[src/sbb_pkg.sv]
// Shared types and constants of the separable box blur.
`default_nettype none

package sbb_pkg;

  localparam int unsigned PIX_W     = 8;
  localparam int unsigned HSUM_W    = 13;
  localparam int unsigned FILT_W    = 5;
  localparam int unsigned SIZE_W    = 11;
  localparam int unsigned CFG_IDX_W = 4;
  localparam int unsigned AREA_W    = 2 * FILT_W;

  localparam logic [FILT_W-1:0] RST_FILTER = FILT_W'(3);
  localparam int unsigned       RST_IMG_W  = 640;
  localparam int unsigned       RST_IMG_H  = 480;

  typedef enum logic [CFG_IDX_W-1:0] {
    REG_FILTER_W = 4'd0,
    REG_FILTER_H = 4'd1,
    REG_IMAGE_W  = 4'd2,
    REG_IMAGE_H  = 4'd3
  } cfg_reg_e;

  typedef enum logic [7:0] {
    ST_IDLE = 8'b0000_0001,
    ST_PIX  = 8'b0000_0010,
    ST_TAIL = 8'b0000_0100,
    ST_CHK  = 8'b0000_1000,
    ST_VRD  = 8'b0001_0000,
    ST_VACC = 8'b0010_0000,
    ST_DIV  = 8'b0100_0000,
    ST_OUT  = 8'b1000_0000
  } state_e;

  typedef struct packed {
    logic busy;
    logic done;
  } div_stat_t;

endpackage

`default_nettype wire

[src/sbb_row_win.sv]
// Circular window of the most recent pixels of the current input row.
`default_nettype none

module sbb_row_win import sbb_pkg::*; #(
  parameter int unsigned DEPTH  = 31,
  parameter int unsigned SLOT_W = 5
) (
  input  logic              clk_i,
  input  logic              rst_ni,
  input  logic              we_i,
  input  logic [SLOT_W-1:0] waddr_i,
  input  logic [PIX_W-1:0]  wdata_i,
  input  logic [SLOT_W-1:0] raddr_i,
  output logic [PIX_W-1:0]  rdata_o
);

  logic [PIX_W-1:0] win_q [DEPTH];

  always_ff @(posedge clk_i or negedge rst_ni) begin
    if (!rst_ni) begin
      for (int i = 0; i < DEPTH; i++) win_q[i] <= '0;
    end else if (we_i) begin
      win_q[waddr_i] <= wdata_i;
    end
  end

  // The read sees the old entry when it is overwritten in the same cycle.
  assign rdata_o = win_q[raddr_i];

endmodule

`default_nettype wire

[config.mk]
export PLATFORM = sky130hd
export DESIGN_NAME = sbb_row_win
export DESIGN_NICKNAME = d
export VERILOG_FILES = /design/src/sbb_pkg.sv /design/src/sbb_row_win.sv
export SDC_FILE = /design/constraint.sdc
export NUM_CORES = 1
export LEC_CHECK = 0
export BUFFER_PORTS_ARGS = -buffer_cell sky130_fd_sc_hd__buf_2
export CAP_MARGIN = 30
export CORE_MARGIN = 5
export CORE_UTILIZATION = 40
export CTS_BUF_LIST = sky130_fd_sc_hd__clkbuf_2
export CTS_CLUSTER_SIZE = 20
export DETAILED_ROUTE_END_ITERATION = 8
export GPL_TIMING_DRIVEN = 0
export PLACE_DENSITY_LB_ADDON = 0.08
export SLEW_MARGIN = 20
export SYNTH_ARGS = -nofsm -noshare
export SYNTH_HDL_FRONTEND = slang
export SYNTH_SLANG_ARGS = --single-unit
[constraint.sdc]
create_clock -name clk_i -period 2 [get_ports clk_i]
set_clock_uncertainty 0.2 [all_clocks]
set_input_delay 0.3 -clock clk_i [delete_from_list [all_inputs] [get_ports clk_i]]
set_output_delay 0.3 -clock clk_i [all_outputs]
set_load 0.05 [all_outputs]
# Yosys cells after proc, flatten, opt, wreduce, memory -nomap -nowiden
# Cells that the tools add are included.
[totals]
reg_bits = 248
in_bits = 21
out_inout_bits = 8
[op_classes]
order_cmp = 3
mux = 6
bitwise = 2
reduce_logical = 1
[op_table]
columns = ["cell", "n"]
rows = [
  ["248-bit bitwise mux", 1],
  ["8-bit binary-select mux with 5-bit select", 1],
  ["8-bit demux with 5-bit select", 1],
  ["8-bit two-way mux", 3],
  ["6-bit >= comparator (second input constant)", 2],
  ["5-bit inverter with 6-bit output", 2],
  ["6-bit by 1-bit less-than comparator with 1-bit output (second input constant)", 1],
  ["1-bit logical AND", 1],
]

# Logic depth before layout (Yosys ltp)
[depth]
depth_word = 6
ltp_mapped = 7
depth_no_buf = 4

# Worst setup path before layout
# OpenSTA, ideal clock, no wires.
[synth_path]
path_kind = "input to output"
start = "input raddr_i[0]"
end = "output rdata_o[4]"
arrival_time_ns = 1.895
t_required_ns = 1.500
setup_slack_ns = -0.395
stages = 6
path_buffers = 2
cell_sequence = "buf_4 -> or3_1 -> clkbuf_2 -> o221ai_1 -> a21oi_1 -> a211oi_2"
[synth_via]
elab_chain_len = 4
[synth_lines]
columns = ["element", "line", "source"]
rows = [
  ["start, declared", "sbb_row_win.sv:13", "input logic [SLOT_W-1:0] raddr_i,"],
  ["5-bit inverter with 6-bit output (not written as such)", "sbb_row_win.sv:28", "assign rdata_o = win_q[raddr_i];"],
  ["8-bit binary-select mux with 5-bit select", "sbb_row_win.sv:28", ""],
  ["8-bit two-way mux (not written as such) (2 in a row)", "sbb_row_win.sv:28", ""],
  ["end, declared", "sbb_row_win.sv:14", "output logic [PIX_W-1:0] rdata_o"],
]
# Every way passes these cells. The select of a mux whose other input is x is not followed.

# Worst setup path in the final report
[layout_path]
start = "input raddr_i[3]"
end = "output rdata_o[4]"
# The elaborated chain is that of the path after synthesis.

==> reports/metrics.cfg <==
[synthesis]
synth_top_area_frac = 0.529
netlist_area_mm2 = 0.0117
yosysTopAreaCell = dfrtp_1
ys_seq_elements = 248
synthTopCellsByArea = dfrtp_1, mux2_2, mux2i_1
syn_nets = 847
synth_flop_cell = dfrtp_1
synth_area_per_cell_um2 = 14.2
ys.warnings.count = 0
synth_edf_count = 0
async_flop_share = 1.00
yosysSeqAreaShare = 0.529
yosys.cell_types.count = 41
synthCells = 826

[sta]
slew_headroom = 0.330
period_share = 1.45
fin_crit_ns = 2.89
setup_ws_ns = -0.894
rsz0062_at_grt = yes
max_freq_ghz = 0.346
finalSetupViolCount = 12
slew_violations = 0
worst_pin_slew_ns = 1.01
hold_viol = 0

[clock_network]
cts_buffers = 68
clk_latency_ns = 0.77
clock_sinks = 248
root_buffer = clkbuf_2
cts_buffer_depth = 3
htreeDepth = 3
cts_tree = built
clk_pin_slew_ns = 0.09

[worst_setup_path]
crit_type = input pin to primary output
crit_path_max_fanout = 10
arrival_ns = 2.39
critPathLaunchType = input pin
required_ns = 1.50
critPathCaptureType = primary output

[power]
p_leak_nw = 6.24
p_per_area_mw_per_mm2 = 927
ir_drop_mv = 0.400

[routing]
drt_iter0_drc = 367
ant_nets = 0
vias = 7448
viasPerCell = 5.42
routed_wl_mm = 32.4
dr.pass1.iters = 5
avgRoutedWirePerCell_um = 23.6
drc_errors = 0

[floorplan]
die_x_um = 181
initial_utilization = 0.407
die_height_um = 181
die_area_mm2 = 0.0329
rows = 62
io_pins = 29
coreArea_mm2 = 0.0289

[cells_and_area]
final_cells = 1375
syn2layout_area_growth_pct = 15.2
nets = 970
drive_gt1_frac = 0.465
fillers = 2635
largest_register = win_q
largest_reg_flops = 248
final_core_util = 0.468
top_regs = win_q: 248 flops

[global_route]
globalRouteTotalUtil = 0.199
grt_pass1_wl_mm = 50.0
grt_max_degree = 99
grt_pass1_vias = 8326
antenna_found_initial = 1
overflow = 0

[hold_path]
hold_path.class = input pin to flip-flop

[placed_design]
place_ws_ns = -0.991
gp_congestion = 0.796
portBuffers = 22
dp.cells = 1234
dp_hpwl_mm = 22.7

[status]
violations = negative setup slack
outcome = finished with violations

[run]
drv_cap = 0

-- kinds of logic (layout without fill, tap and decap cells) --
group / Yosys count / after routing / share of synthesized area
mux: 352 / 352 / 0.344
compound gates: 72 / 72 / 0.0452
buf+inv: 70 / 234 / 0.0289
flops: 248 / 248 / 0.529
simple gates: 84 / 84 / 0.0534
other cells: 0 / 1 / 0
-- per-layer routing --
layer	global-route usage	part of all wire	wire length [um]	vias up
met2	0.333	0.49	16000	192
met5	0	0	0	-
met4	0.0654	0.025	814	0
li1	-	-	-	3327
met1	0.255	0.43	14100	3877
met3	0.0479	0.046	1510	52
-- worst max-delay path, stage by stage --
cell and delay (ns):
buf_1 0.34, clkbuf_1 0.77, o221ai_1 0.34, a21oi_2 0.35, a211oi_4 0.11, buf_6 0.18
-- cell usage after synthesis, drive strengths merged, types with 3 or more instances --
cell type,n
nand2,19
inv,8
mux4,16
o211ai,8
nor3b,4
nor4,8
or2,3
nand2b,4
o22ai,24
clkbuf,35
mux2i,88
o21ai,8
o221ai,16
mux2,248
nor3,9
a211oi,8
nor2,24
dfrtp,248
nand3b,4
a21oi,8
buf,27
-- path summary, 6_finish.rpt --
| path | from | endpoint | slack (ns) | cells past startpoint |
|---|---|---|---|---|
| worst min register to register | win_q[151]$_DFFE_PN0P_ | win_q[151]$_DFFE_PN0P_ | 0.29 | 1 |
| worst max register to register | win_q[5]$_DFFE_PN0P_ | win_q[5]$_DFFE_PN0P_ | 0.47 | 2 |
| worst min-delay path | we_i | win_q[200]$_DFFE_PN0P_ | 0.11 | 5 |
| max in group asynchronous | rst_ni | win_q[219]$_DFFE_PN0P_ | 0.22 | 4 |
| min in group asynchronous | rst_ni | win_q[148]$_DFFE_PN0P_ | 0.42 | 3 |
| worst max-delay path | raddr_i[3] | rdata_o[4] | -0.89 | 6 |
-- stage by stage --
| step | instance area, um^2 | TNS [ns] | total power [mW] | hold WS (ns) |
|---|---|---|---|---|
| 6_report | 13500 | -7.85 | 12.5 | 0.108 |
| 4_1_cts | 13500 | -9.09 | 12.7 | 0.00522 |
| 3_5_place_dp | 12500 | -7.66 | 8.90 | 0.149 |
| 5_1_grt | 13500 | -8.96 | 13.3 | 0.0530 |
| 3_3_place_gp | 12400 | -930.57 | 8.72 | 0.263 |
| 2_1_floorplan | 11800 | -1.79 | 8.13 | -0.196 |
-- report_power, final --
group          internal, mW  total [mW]  switching (mW)
Combinational          1.30        2.45            1.15
Sequential             5.98        6.47           0.489
Clock                  1.53        3.61            2.08
Total                  8.81        12.5            3.72
-- cell type report --
type	count	area, um^2	area share
diodes	1	2.50	0.000185
plain buffers	62	334	0.0247
clock buffers	97	485	0.0359
clock inverters	14	106	0.00787
inverters	8	30.0	0.00222
multi-input cells	508	5360	0.397
flip-flops and latches	248	6210	0.459
well taps	384	480	0.0355
repair buffers	53	508	0.0376
-- cells in the final DEF (no fill, tap or decap), types with 8 or more instances in the layout --
cell           synthesis  final
dfrtp_1              248    248
mux2_2               235    235
clkbuf_2               1     97
mux2i_1               88     88
clkbuf_1              34     34
dlygate4sd3_1          0     26
o22ai_1               24     24
buf_2                 12     23
mux4_2                16     16
o221ai_1              16     15
nand2_1               14     14
buf_6                  4     13
mux2_1                13     13
buf_4                  8     11
nor2_1                 9      9
clkinv_1               0      9
inv_1                  8      8
o211ai_1               8      8
o21ai_0                8      8
nor3_1                 8      8
a211oi_4               0      8
-- timing repair --
action                                  in CTS  in global routing
hold buffers                                23                  6
pin swaps                                   16                 11
endpoints found under the setup margin       8                 34
resized for setup                           31                  3
gates cloned                                 0                  0
endpoints found under the hold margin      404                 83
setup buffers                                2                  1
Note: power is estimated with default switching activity, not from simulation.
