File: config.mk
export PLATFORM = sky130hd
export DESIGN_NAME = sbb_div
export DESIGN_NICKNAME = d
export VERILOG_FILES = /design/src/sbb_pkg.sv /design/src/sbb_div.sv
export SDC_FILE = /design/constraint.sdc
export NUM_CORES = 1
export LEC_CHECK = 0
export BUFFER_PORTS_ARGS = -buffer_cell sky130_fd_sc_hd__clkbuf_2
export CORE_MARGIN = 1.5
export CORE_UTILIZATION = 35
export CTS_CLUSTER_DIAMETER = 100
export DETAILED_ROUTE_END_ITERATION = 10
export PLACE_DENSITY = 0.59
export SYNTH_ARGS = -nofsm -noshare
export SYNTH_HDL_FRONTEND = slang
export SYNTH_SLANG_ARGS = --single-unit
File: constraint.sdc
create_clock -name clk_i -period 3.3 [get_ports clk_i]
set_clock_uncertainty 0.05 [all_clocks]
set_input_delay 0.165 -clock clk_i [delete_from_list [all_inputs] [get_ports clk_i]]
set_output_delay 0.165 -clock clk_i [all_outputs]
set_load 0.03 [all_outputs]
File: src/sbb_pkg.sv
// Shared types and constants of the separable box blur.
`default_nettype none

package sbb_pkg;

  localparam int unsigned PIX_W     = 8;
  localparam int unsigned HSUM_W    = 13;
  localparam int unsigned FILT_W    = 5;
  localparam int unsigned SIZE_W    = 11;
  localparam int unsigned CFG_IDX_W = 4;
  localparam int unsigned AREA_W    = 2 * FILT_W;

  localparam logic [FILT_W-1:0] RST_FILTER = FILT_W'(3);
  localparam int unsigned       RST_IMG_W  = 640;
  localparam int unsigned       RST_IMG_H  = 480;

  typedef enum logic [CFG_IDX_W-1:0] {
    REG_FILTER_W = 4'd0,
    REG_FILTER_H = 4'd1,
    REG_IMAGE_W  = 4'd2,
    REG_IMAGE_H  = 4'd3
  } cfg_reg_e;

  typedef enum logic [7:0] {
    ST_IDLE = 8'b0000_0001,
    ST_PIX  = 8'b0000_0010,
    ST_TAIL = 8'b0000_0100,
    ST_CHK  = 8'b0000_1000,
    ST_VRD  = 8'b0001_0000,
    ST_VACC = 8'b0010_0000,
    ST_DIV  = 8'b0100_0000,
    ST_OUT  = 8'b1000_0000
  } state_e;

  typedef struct packed {
    logic busy;
    logic done;
  } div_stat_t;

endpackage

`default_nettype wire

File: src/sbb_div.sv
// Bit-serial restoring divider for the window sum over the window area.
`default_nettype none

module sbb_div import sbb_pkg::*; #(
  parameter int unsigned N = 18
) (
  input  logic              clk_i,
  input  logic              rst_ni,
  input  logic              start_i,
  input  logic [N-1:0]      dividend_i,
  input  logic [AREA_W-1:0] divisor_i,
  output div_stat_t         stat_o,
  output logic [PIX_W-1:0]  quot_o
);

  localparam int unsigned CNT_W = $clog2(N + 1);

  logic [AREA_W-1:0] rem_q;
  logic [AREA_W-1:0] dvs_q;
  logic [N-1:0]      quo_q;
  logic [CNT_W-1:0]  cnt_q;
  logic              busy_q;
  logic              done_q;
  logic [AREA_W:0]   trial;
  logic              ge;

  assign trial = {rem_q, quo_q[N-1]};
  assign ge    = trial >= {1'b0, dvs_q};

  always_ff @(posedge clk_i or negedge rst_ni) begin
    if (!rst_ni) begin
      rem_q  <= '0;
      dvs_q  <= '0;
      quo_q  <= '0;
      cnt_q  <= '0;
      busy_q <= 1'b0;
      done_q <= 1'b0;
    end else begin
      done_q <= 1'b0;
      if (start_i) begin
        rem_q  <= '0;
        dvs_q  <= divisor_i;
        quo_q  <= dividend_i;
        cnt_q  <= CNT_W'(N);
        busy_q <= 1'b1;
      end else if (busy_q) begin
        rem_q <= ge ? AREA_W'(trial - {1'b0, dvs_q}) : trial[AREA_W-1:0];
        quo_q <= {quo_q[N-2:0], ge};
        cnt_q <= cnt_q - CNT_W'(1);
        if (cnt_q == CNT_W'(1)) begin
          busy_q <= 1'b0;
          done_q <= 1'b1;
        end
      end
    end
  end

  // The mean of 8-bit pixels always fits the low byte of the quotient.
  assign quot_o      = quo_q[PIX_W-1:0];
  assign stat_o.busy = busy_q;
  assign stat_o.done = done_q;

endmodule

`default_nettype wire

## Word-level counts from Yosys, hierarchy flattened

Cells that the tools add are included.

- $lt $le $gt $ge: 1
- Mux-type cells: 13
- Reduce and logical (&&, ||, !) cells: 1
- $add $sub $neg: 2
- Equal/unequal tests: 1

Operator list:

| cell | count |
|---|---|
| $mux 18 | 2 |
| $mux 10 | 3 |
| $ge 11x10->1 | 1 |
| $mux 5 | 2 |
| $sub 10x10->10 | 1 |
| $mux 1 | 6 |
| $eq 5x1->1 const B | 1 |
| $sub 5x1->5 const B | 1 |
| $reduce_bool 2->1 | 1 |

- Register bits after elaboration: 45
- Logic and storage cells: 24

## Longest topological paths before layout

Gate-level depths: netlist (run 1).

- Depth after elaboration: 4
- Mapped depth: 9

## Least setup slack after synthesis (run 1)

No wires, ideal clock.

- Path kind: reg-to-reg
- Start point: register rem_q[7]
- End point: register rem_q[5]
- Library setup time: 0.096 ns
- Setup slack: 1.224 ns
- Cell stages (with the launch flop): 7
- Buffers on the path: 1
- Arrival time: 1.931 ns
- Required time: 3.154 ns
- Cells stage by stage: dfrtp_1 -> ha_1 -> a21o_1 -> a2111oi_4 -> buf_6 -> nand3_2 -> a311oi_2

- Cells in the longest elaborated chain, start to end: 4

RTL lines:

| element | RTL line | source |
|---|---|---|
| from (decl) | sbb_div.sv:18 | `logic [AREA_W-1:0] rem_q;` |
| from (signal assigned) | sbb_div.sv:47 | `rem_q <= ge ? AREA_W'(trial - {1'b0, dvs_q}) : trial[AREA_W-1:0];` |
| $ge 11x10->1 | sbb_div.sv:28 | `assign ge = trial >= {1'b0, dvs_q};` |
| $mux 10 | sbb_div.sv:47 |  |
| $mux 10 | sbb_div.sv:46 | `end else if (busy_q) begin` |
| $mux 10 | sbb_div.sv:40 | `if (start_i) begin` |

Every way passes these cells. The select of a mux whose other input is x is not followed.
A chain may end at the register's enable or synchronous reset.

## Final worst setup path (run 1)

- Start point: register rem_q[2]
- End point: register rem_q[2]

Same word-level chain as after synthesis.

==> results.cfg, run 1 <==
[route]
wirelength_mm = 5.42
route.detailed.drc = 0
first_pass_iters = 4
viasPerCell = 4.92
wl_met1_mm = 2.66
wl_per_cell_um = 13.6
drt.antenna.violating_nets = 0
drt_iter0_markers = 97
wl_met3_um = 166
dr.max_layer_used = met4
met2_length_mm = 2.50
vias = 1968

[grt]
grt_max_degree = 48
grt_util_all_layers = 0.144
grt_pass1_wl_mm = 9.50
first_global_vias = 1985
grt_remaining_overflow = 0
antenna_found_initial = 0

[clocking]
cts_buffers = 5
cts_tree = built
cts_root_buf = clkbuf_8
h-tree-depth = 2
cts-resized-gates = 0
clockBufferDepth = 2
clk_latency_ns = 0.30
cts.sinks = 45
clk_transition_reported_paths_ns = 0.09

[logic_synthesis]
synth_edf_count = 0
synth_common_cells = dfrtp_1, nand2_1, o21ai_0, mux2i_1, nor2_1
syn_area_per_cell_sq_um = 9.77
ys_top_cells_by_area = dfrtp_1, mux2i_1, ha_1
synth_area_sq_mm = 0.00265
syn-instance-count = 271
ys_types = 47
synth.ff_latch_count = 45
synth_top_area_share = 0.425
seq_area_frac_synth = 0.425
yosys_warnings = 0
synthArstFlopShare = 1.00
ys.flop_type = dfrtp_1
yosysMostFrequentCell = dfrtp_1
synth_area_leader_cell = dfrtp_1
synth_nets = 315

[placed_design]
placed_cells = 390
place_hpwl_mm = 3.78
portBuffers = 40
gp_congestion = 0.810

[layout]
fin_nets = 344
syn2layout_area_growth_pct = 12.4
diodes = 0
finalNonFillerCells = 400
drive_above_1_share = 0.219

[sta]
slew_headroom = 0.386
worst_pin_slew_ns = 0.921
period_needed_ns = 2.50
rsz0062_at_grt = false
hold_violations = 0
setup_viol = 0
fmax_mhz = 400
finalCritPeriodShare = 0.757
finalMaxSlewViolations = 0
fin_setup_tns_ns = 0

[power_and_ir_drop]
cell_internal_pwr_mw = 1.13
pwr_density_cell_mw_per_mm2 = 618
seqPwrFrac = 0.385
swShare = 0.387
leakage_nw = 1.51
p_sw_uw = 713
comb_power_share = 0.421
ir_drop_mv = 0.216
p_clk_frac = 0.194

[setup_path]
crit_chain = ha_1 > nand2_1 > a211oi_2 > o211ai_2 > and2_1 > o311ai_1
cp_slowest_cell = dfrtp_1
reg2reg_depth = 6
cp-start-kind = flop
crit_type = reg2reg
critPathMaxStageDelay_ns = 0.42
cp-end-kind = flop
cp.arrival_ns = 2.64
critPathMaxFanout = 16
required_ns = 3.44

[run]
drv_cap = 0

[floorplanning]
fp.dieArea_sq_mm = 0.00810
start_util = 0.363
die_y_um = 90.0
rows = 31
boundaryPins = 41
fp.dieW_um = 90.0
core_sq_mm = 0.00729

[worst_hold_path]
hp-class = in2reg
min_path_cells = 3

[run_status]
status = complete, no violations
-- cell type report --
cell class | count | area (sq um)
fill | 780 | 4320
multi-input combinational | 188 | 1330
inverter | 14 | 52.6
clock buffer | 5 | 68.8
timing repair buffer | 46 | 250
tap | 99 | 124
sequential | 45 | 1130
clock inverter | 3 | 22.5
-- routing by layer --
metal	up-vias	track usage
met5	-	0
met1	929	0.191
met3	8	0.0262
li1	1001	-
met2	30	0.236
met4	0	0.0476
-- what timing repair did --
| item | in CTS | in global routing |
|---|---|---|
| setup buffers | 0 | 0 |
| endpoints found under the hold margin | 30 | 0 |
| hold buffers | 2 | 0 |
-- worst max-delay path: cells and delay by family (launching register included) --
family	cells	cell delay, ns
AOI/OAI and AO/OA	3	1.10
adders and majority gates	1	0.36
DFF	1	0.42
and+or+nand+nor	2	0.45
-- cells by family after synthesis --
| kind of cell | count (synthesis) | synth area share |
|---|---|---|
| buffers and inverters | 38 | 0.0723 |
| xor gates and xnor gates | 10 | 0.0331 |
| muxes | 18 | 0.0685 |
| and+or+nand+nor | 79 | 0.149 |
| DFF | 45 | 0.425 |
| adders and majority gates | 13 | 0.0643 |
| AOI/OAI and AO/OA | 68 | 0.187 |
-- layout by cell type, fill, tap and decap left out, types with 2 or more instances in the layout --
cell | Yosys | final
dfrtp_1 | 45 | 44
clkbuf_8 | 0 | 5
dlygate4sd3_1 | 0 | 2
o31ai_1 | 3 | 3
nor2b_1 | 2 | 2
buf_4 | 10 | 4
nor2_1 | 17 | 17
xnor2_1 | 6 | 6
o21a_1 | 4 | 4
clkinv_4 | 0 | 2
xor2_1 | 4 | 4
a211o_1 | 2 | 2
nor3b_1 | 4 | 4
a21oi_1 | 4 | 4
inv_1 | 14 | 14
nand2b_1 | 6 | 6
ha_1 | 12 | 12
clkbuf_2 | 0 | 40
o21ai_0 | 29 | 29
mux2i_1 | 17 | 17
and2_1 | 2 | 2
a21o_1 | 8 | 8
nand2_1 | 33 | 33
nor3_1 | 3 | 3
a311oi_2 | 4 | 4
nand3_2 | 2 | 2
nand3_1 | 4 | 4
a31oi_1 | 3 | 3
-- sequential cells by signal, indices dropped and copies added (netlist names) --
| name | cells |
|---|---|
| rem_q | 10 |
| cnt_q | 5 |
| dvs_q | 10 |
| busy_q | 1 |
| done_q | 1 |
| quo_q | 18 |
-- final timing paths --
kind	start	end	slack, ns
min in group asynchronous	rst_ni	rem_q[4]	0.42
max in group asynchronous	rst_ni	rem_q[8]	2.06
setup / recovery	rem_q[2]	rem_q[2]	0.80
setup reg to reg	rem_q[2]	rem_q[2]	0.80
hold reg to reg	dvs_q[0]	dvs_q[0]	0.48
hold / removal	divisor_i[3]	dvs_q[3]	0.008
-- power groups by stage --
| stage | Combinational [mW] | Sequential, mW | Clock, mW |
|---|---|---|---|
| final | 0.773 | 0.708 | 0.357 |
| after CTS | 0.775 | 0.708 | 0.370 |
| after floorplan | 0.645 | 0.698 | 0 |
| after detailed placement | 0.768 | 0.719 | 0 |
| after global routing | 0.865 | 0.722 | 0.393 |
| after global placement | 0.763 | 0.715 | 0 |
-- per-stage QoR --
step                worst slack, ns  cell area, sq um  power, mW   util  hold WS, ns
CTS                           0.830              2980       1.85  0.408      0.00489
global placement              0.907              2860       1.48  0.393        0.231
detailed placement            0.887              2860       1.49  0.393        0.246
global route                  0.647              2980       1.98  0.408      0.00802
finish                        0.802              2980       1.84  0.408      0.00807
floorplan                      1.22              2650       1.34      -       -0.181
No activity file was read; power rests on OpenSTA's default activity.
==> run 2: changes to the inputs <==
- clock period: 3.3 -> 2.3 ns (I/O delays scaled with it)
==> results.cfg, run 2 (synthesized netlist as in run 1, its figures left out) <==
[run_status]
status = complete, no violations

[setup_path]
cp.arrival_ns = 2.34
cp-end-kind = flop
crit_type = reg2reg
critPathMaxFanout = 12
required_ns = 2.46
cp-start-kind = flop

[layout]
multi_input_comb_area_sq_mm = 0.00138
final_common_cell = dfrtp_1
layout_common_cells = dfrtp_1, clkbuf_2, nand2_1
seqCellArea_sq_mm = 0.00113
drive_above_1_share = 0.240
diodes = 0
syn2layout_area_growth_pct = 27.4
reg_top3 = quo_q: 18 flops, dvs_q: 10 flops, rem_q: 10 flops
fillers = 741
largest_reg_flops = 18
regMostFlops = quo_q
finalNonFillerCells = 436
fin_nets = 380

[power_and_ir_drop]
swShare = 0.377
leakage_nw = 1.66
seqPwrFrac = 0.364
p_sw_mw = 1.07
pwr_density_cell_mw_per_mm2 = 842
p_clk_frac = 0.178
ir_drop_mv = 0.320
cell_internal_pwr_mw = 1.77
comb_power_share = 0.459
p_total_mw = 2.84

[grt]
grt_remaining_overflow = 0
antenna_found_initial = 0
grt_pass1_wl_mm = 9.57
grt_util_all_layers = 0.143
grt_max_degree = 37
first_global_vias = 2043

[clocking]
cts.sinks = 45
cts_root_buf = clkbuf_8
cts_tree = built
cts_buffers = 5
clk_transition_reported_paths_ns = 0.09
h-tree-depth = 2
clockBufferDepth = 2
clk_latency_ns = 0.30
post_cts_buffers = 0

[sta]
fin_setup_tns_ns = 0
rsz0062_at_grt = false
period_needed_ns = 2.18
fmax_mhz = 458
finalMaxSlewViolations = 0
finalCritPeriodShare = 0.949
worst_pin_slew_ns = 0.471
hold_violations = 0
slew_headroom = 0.686
setup_viol = 0

[floorplanning]
die_y_um = 90.0
fp.dieArea_sq_mm = 0.00810
boundaryPins = 41
fp.dieW_um = 90.0
core_sq_mm = 0.00729
rows = 31
start_util = 0.363

[route]
wl_per_cell_um = 12.6
viasPerCell = 4.73
first_pass_iters = 4
drt.antenna.violating_nets = 0
route.detailed.drc = 0
wirelength_mm = 5.49
drt_iter0_markers = 103
vias = 2061

[placed_design]
place_hpwl_mm = 3.89
gp_congestion = 0.816
portBuffers = 40
placed_cells = 400

[run]
drv_cap = 0

[worst_hold_path]
hp-class = in2reg
## run 2: layout make-up
| type | instances | area share |
|---|---|---|
| Tap cell | 99 | 0.0367 |
| Multi-Input combinational cell | 188 | 0.409 |
| Inverter | 14 | 0.0156 |
| Clock inverter | 3 | 0.00631 |
| Clock buffer | 5 | 0.0204 |
| Timing Repair Buffer | 82 | 0.177 |
| Sequential cell | 45 | 0.335 |
## run 2: what timing repair did
| item | in CTS | in global routing |
|---|---|---|
| hold buffers | 28 | 0 |
| endpoints found under the hold margin | 36 | 0 |
| resized for setup | 0 | 6 |
| setup endpoints to repair | 0 | 9 |
## run 2: worst paths after layout
| path | startpoint | endpoint | slack [ns] | depth (start not counted) |
|---|---|---|---|---|
| worst min register to register | cnt_q[4] | cnt_q[4] | 0.49 | 2 |
| worst max-delay path | rem_q[0] | rem_q[5] | 0.12 | 7 |
| min in group asynchronous | rst_ni | dvs_q[6] | 0.15 | 2 |
| worst max register to register | rem_q[0] | rem_q[5] | 0.12 | 7 |
| max in group asynchronous | rst_ni | rem_q[0] | 1.28 | 3 |
| worst min-delay path | dividend_i[15] | quo_q[15] | 0.002 | 3 |
## run 2: layer usage
metal / track usage / share of wire / vias up
li1: - / - / 1070
met2: 0.235 / 0.47 / 21
met1: 0.194 / 0.49 / 966
met5: 0 / 0 / -
met3: 0.0186 / 0.024 / 4
met4: 0.0489 / 0.011 / 0
## run 2: worst max-delay path, cell delays in order, from the launching register on
cell	delay (ns)
dfrtp_2	0.44
ha_1	0.31
nand3_1	0.12
nor4_4	0.37
a2111oi_4	0.11
buf_12	0.16
a211o_1	0.30
a311oi_2	0.23
## run 2: power groups by stage
| stage | registers [mW] | clock network, mW | logic, mW |
|---|---|---|---|
| final | 1.03 | 0.505 | 1.30 |
| after global routing | 1.05 | 0.557 | 1.45 |
| after CTS | 1.02 | 0.538 | 1.25 |
| after detailed placement | 1.04 | 0 | 1.21 |
| after global placement | 1.04 | 0 | 1.20 |
| after floorplan | 1.00 | 0 | 0.925 |
## run 2: stage by stage
step | util | cell area, sq um | hold WS (ns) | setup slack, ns
floorplan | - | 2650 | -0.231 | 0.224
global placement | 0.405 | 2950 | -0.0597 | 0.0756
detailed placement | 0.405 | 2950 | -0.0554 | 0.0536
CTS | 0.456 | 3320 | 0.00264 | 0.0182
global route | 0.463 | 3370 | 0.0156 | 0.00102
finish | 0.463 | 3370 | 0.00163 | 0.116
==> run 3: changes to the inputs <==
- CORE_ASPECT_RATIO: not set -> 1.4
==> results.cfg, run 3 (synthesized netlist as in run 1, its figures left out) <==
[run_status]
status = complete, no violations

[power_and_ir_drop]
ir_drop_mv = 0.413
comb_power_share = 0.448
cell_internal_pwr_mw = 1.91
pwr_density_cell_mw_per_mm2 = 868
swShare = 0.360
seqPwrFrac = 0.340
p_clk_frac = 0.212
leakage_nw = 1.73
p_sw_mw = 1.08

[setup_path]
required_ns = 2.42
crit_type = reg2reg
cp.arrival_ns = 2.33
cp-end-kind = flop
critPathMaxFanout = 17
cp-start-kind = flop

[layout]
finalNonFillerCells = 443
fin_nets = 389
diodes = 0
regMostFlops = quo_q
layout_common_cells = dfrtp_1, clkbuf_2, nand2_1
largest_reg_flops = 18
syn2layout_area_growth_pct = 30.1
reg_top3 = quo_q: 18 flops, dvs_q: 10 flops, rem_q: 10 flops
final_common_cell = dfrtp_1
drive_above_1_share = 0.254

[sta]
slew_headroom = 0.543
setup_viol = 0
setup_slack_ns = 0.0890
hold_violations = 0
period_needed_ns = 2.21
finalMaxSlewViolations = 0
fmax_mhz = 452
finalCritPeriodShare = 0.961
worst_pin_slew_ns = 0.685

[placed_design]
gp_congestion = 0.843
portBuffers = 40
preCtsSetupSlack_ns = 0.0417
placed_cells = 404
place_hpwl_mm = 4.20

[route]
wl_per_cell_um = 13.5
vias = 2161
first_pass_iters = 4
drt_iter0_markers = 98
route.detailed.drc = 0
drt.antenna.violating_nets = 0
wirelength_mm = 5.97
viasPerCell = 4.88

[clocking]
clockBufferDepth = 2
clk_transition_reported_paths_ns = 0.09
cts_tree = built
cts.sinks = 45
clk_latency_ns = 0.30
h-tree-depth = 2
cts_buffers = 5
cts_root_buf = clkbuf_8

[floorplanning]
boundaryPins = 41
fp.dieArea_sq_mm = 0.00810
rows = 37
die_y_um = 106
start_util = 0.360
core_sq_mm = 0.00736
fp.dieW_um = 76.5

[worst_hold_path]
hp-class = in2reg

[run]
drv_cap = 0

[grt]
grt_max_degree = 29
grt_util_all_layers = 0.158
grt_remaining_overflow = 0
antenna_found_initial = 0
first_global_vias = 2207
grt_pass1_wl_mm = 10.4
## run 3: cell types whose count changed in the layout (fill, tap and decap cells not counted), sizes merged
cell and delta:
buf +8, bufinv +1, clkbuf +1, clkinv -1, dlygate4sd3 +1, inv -1
## run 3: repair_timing
action                     4_1_cts  5_1_grt
pin swaps                        0        2
resized for setup                1        4
setup endpoints to repair        1        5
buffers inserted                 0        2
hold endpoints to repair        54        0
hold buffers                    29        0
## run 3: stage by stage
stage | hold slack, ns | area, sq um | power [mW] | util | TNS (ns)
global route | 0.241 | 3440 | 3.20 | 0.468 | -0.00299
finish | 0.213 | 3440 | 2.99 | 0.468 | 0
floorplan | -0.231 | 2650 | 1.93 | - | 0
detailed placement | 0.152 | 2990 | 2.27 | 0.407 | 0
global placement | 0.148 | 2990 | 2.26 | 0.407 | -0.0701
CTS | 0.222 | 3410 | 2.97 | 0.464 | 0
## run 3: critical path: stages (launching register included)
cell,delay (ns)
dfrtp_1,0.42
ha_1,0.33
buf_4,0.15
nand3_1,0.13
nor4_4,0.06
a2111oi_4,0.37
buf_12,0.19
and2_1,0.24
o311ai_2,0.14
## run 3: per-layer routing
metal / up-vias / GRT usage / part of all wire
li1: 1086 / - / -
met1: 1031 / 0.194 / 0.44
met2: 38 / 0.281 / 0.52
met3: 6 / 0.0258 / 0.030
met4: 0 / 0.0556 / 0.011
met5: - / 0 / 0
## run 3: final timing paths
kind	slack, ns	startpoint	depth (start not counted)	end
setup / recovery	0.09	rem_q[1]	8	rem_q[2]
hold / removal	0.21	start_i	2	rem_q[0]
setup reg to reg	0.09	rem_q[1]	8	rem_q[2]
hold reg to reg	0.48	cnt_q[4]	2	cnt_q[4]
max in group asynchronous	1.24	rst_ni	3	dvs_q[3]
min in group asynchronous	0.33	rst_ni	2	quo_q[12]
## run 3: power by group through the flow
stage | clock, mW | sequential (mW) | combinational (mW)
global placement | 0 | 1.03 | 1.23
global route | 0.685 | 1.04 | 1.48
CTS | 0.648 | 1.02 | 1.31
floorplan | 0 | 1.00 | 0.925
finish | 0.633 | 1.02 | 1.34
detailed placement | 0 | 1.03 | 1.24
## run 3: final cells by class
type | instances | area (sq um)
clock inverters | 2 | 37.5
repair buffers | 91 | 668
multi-input cells | 188 | 1350
inverters | 14 | 52.6
clock buffers | 6 | 82.6
fillers | 694 | 3920
flip-flops and latches | 45 | 1130
well taps | 97 | 121
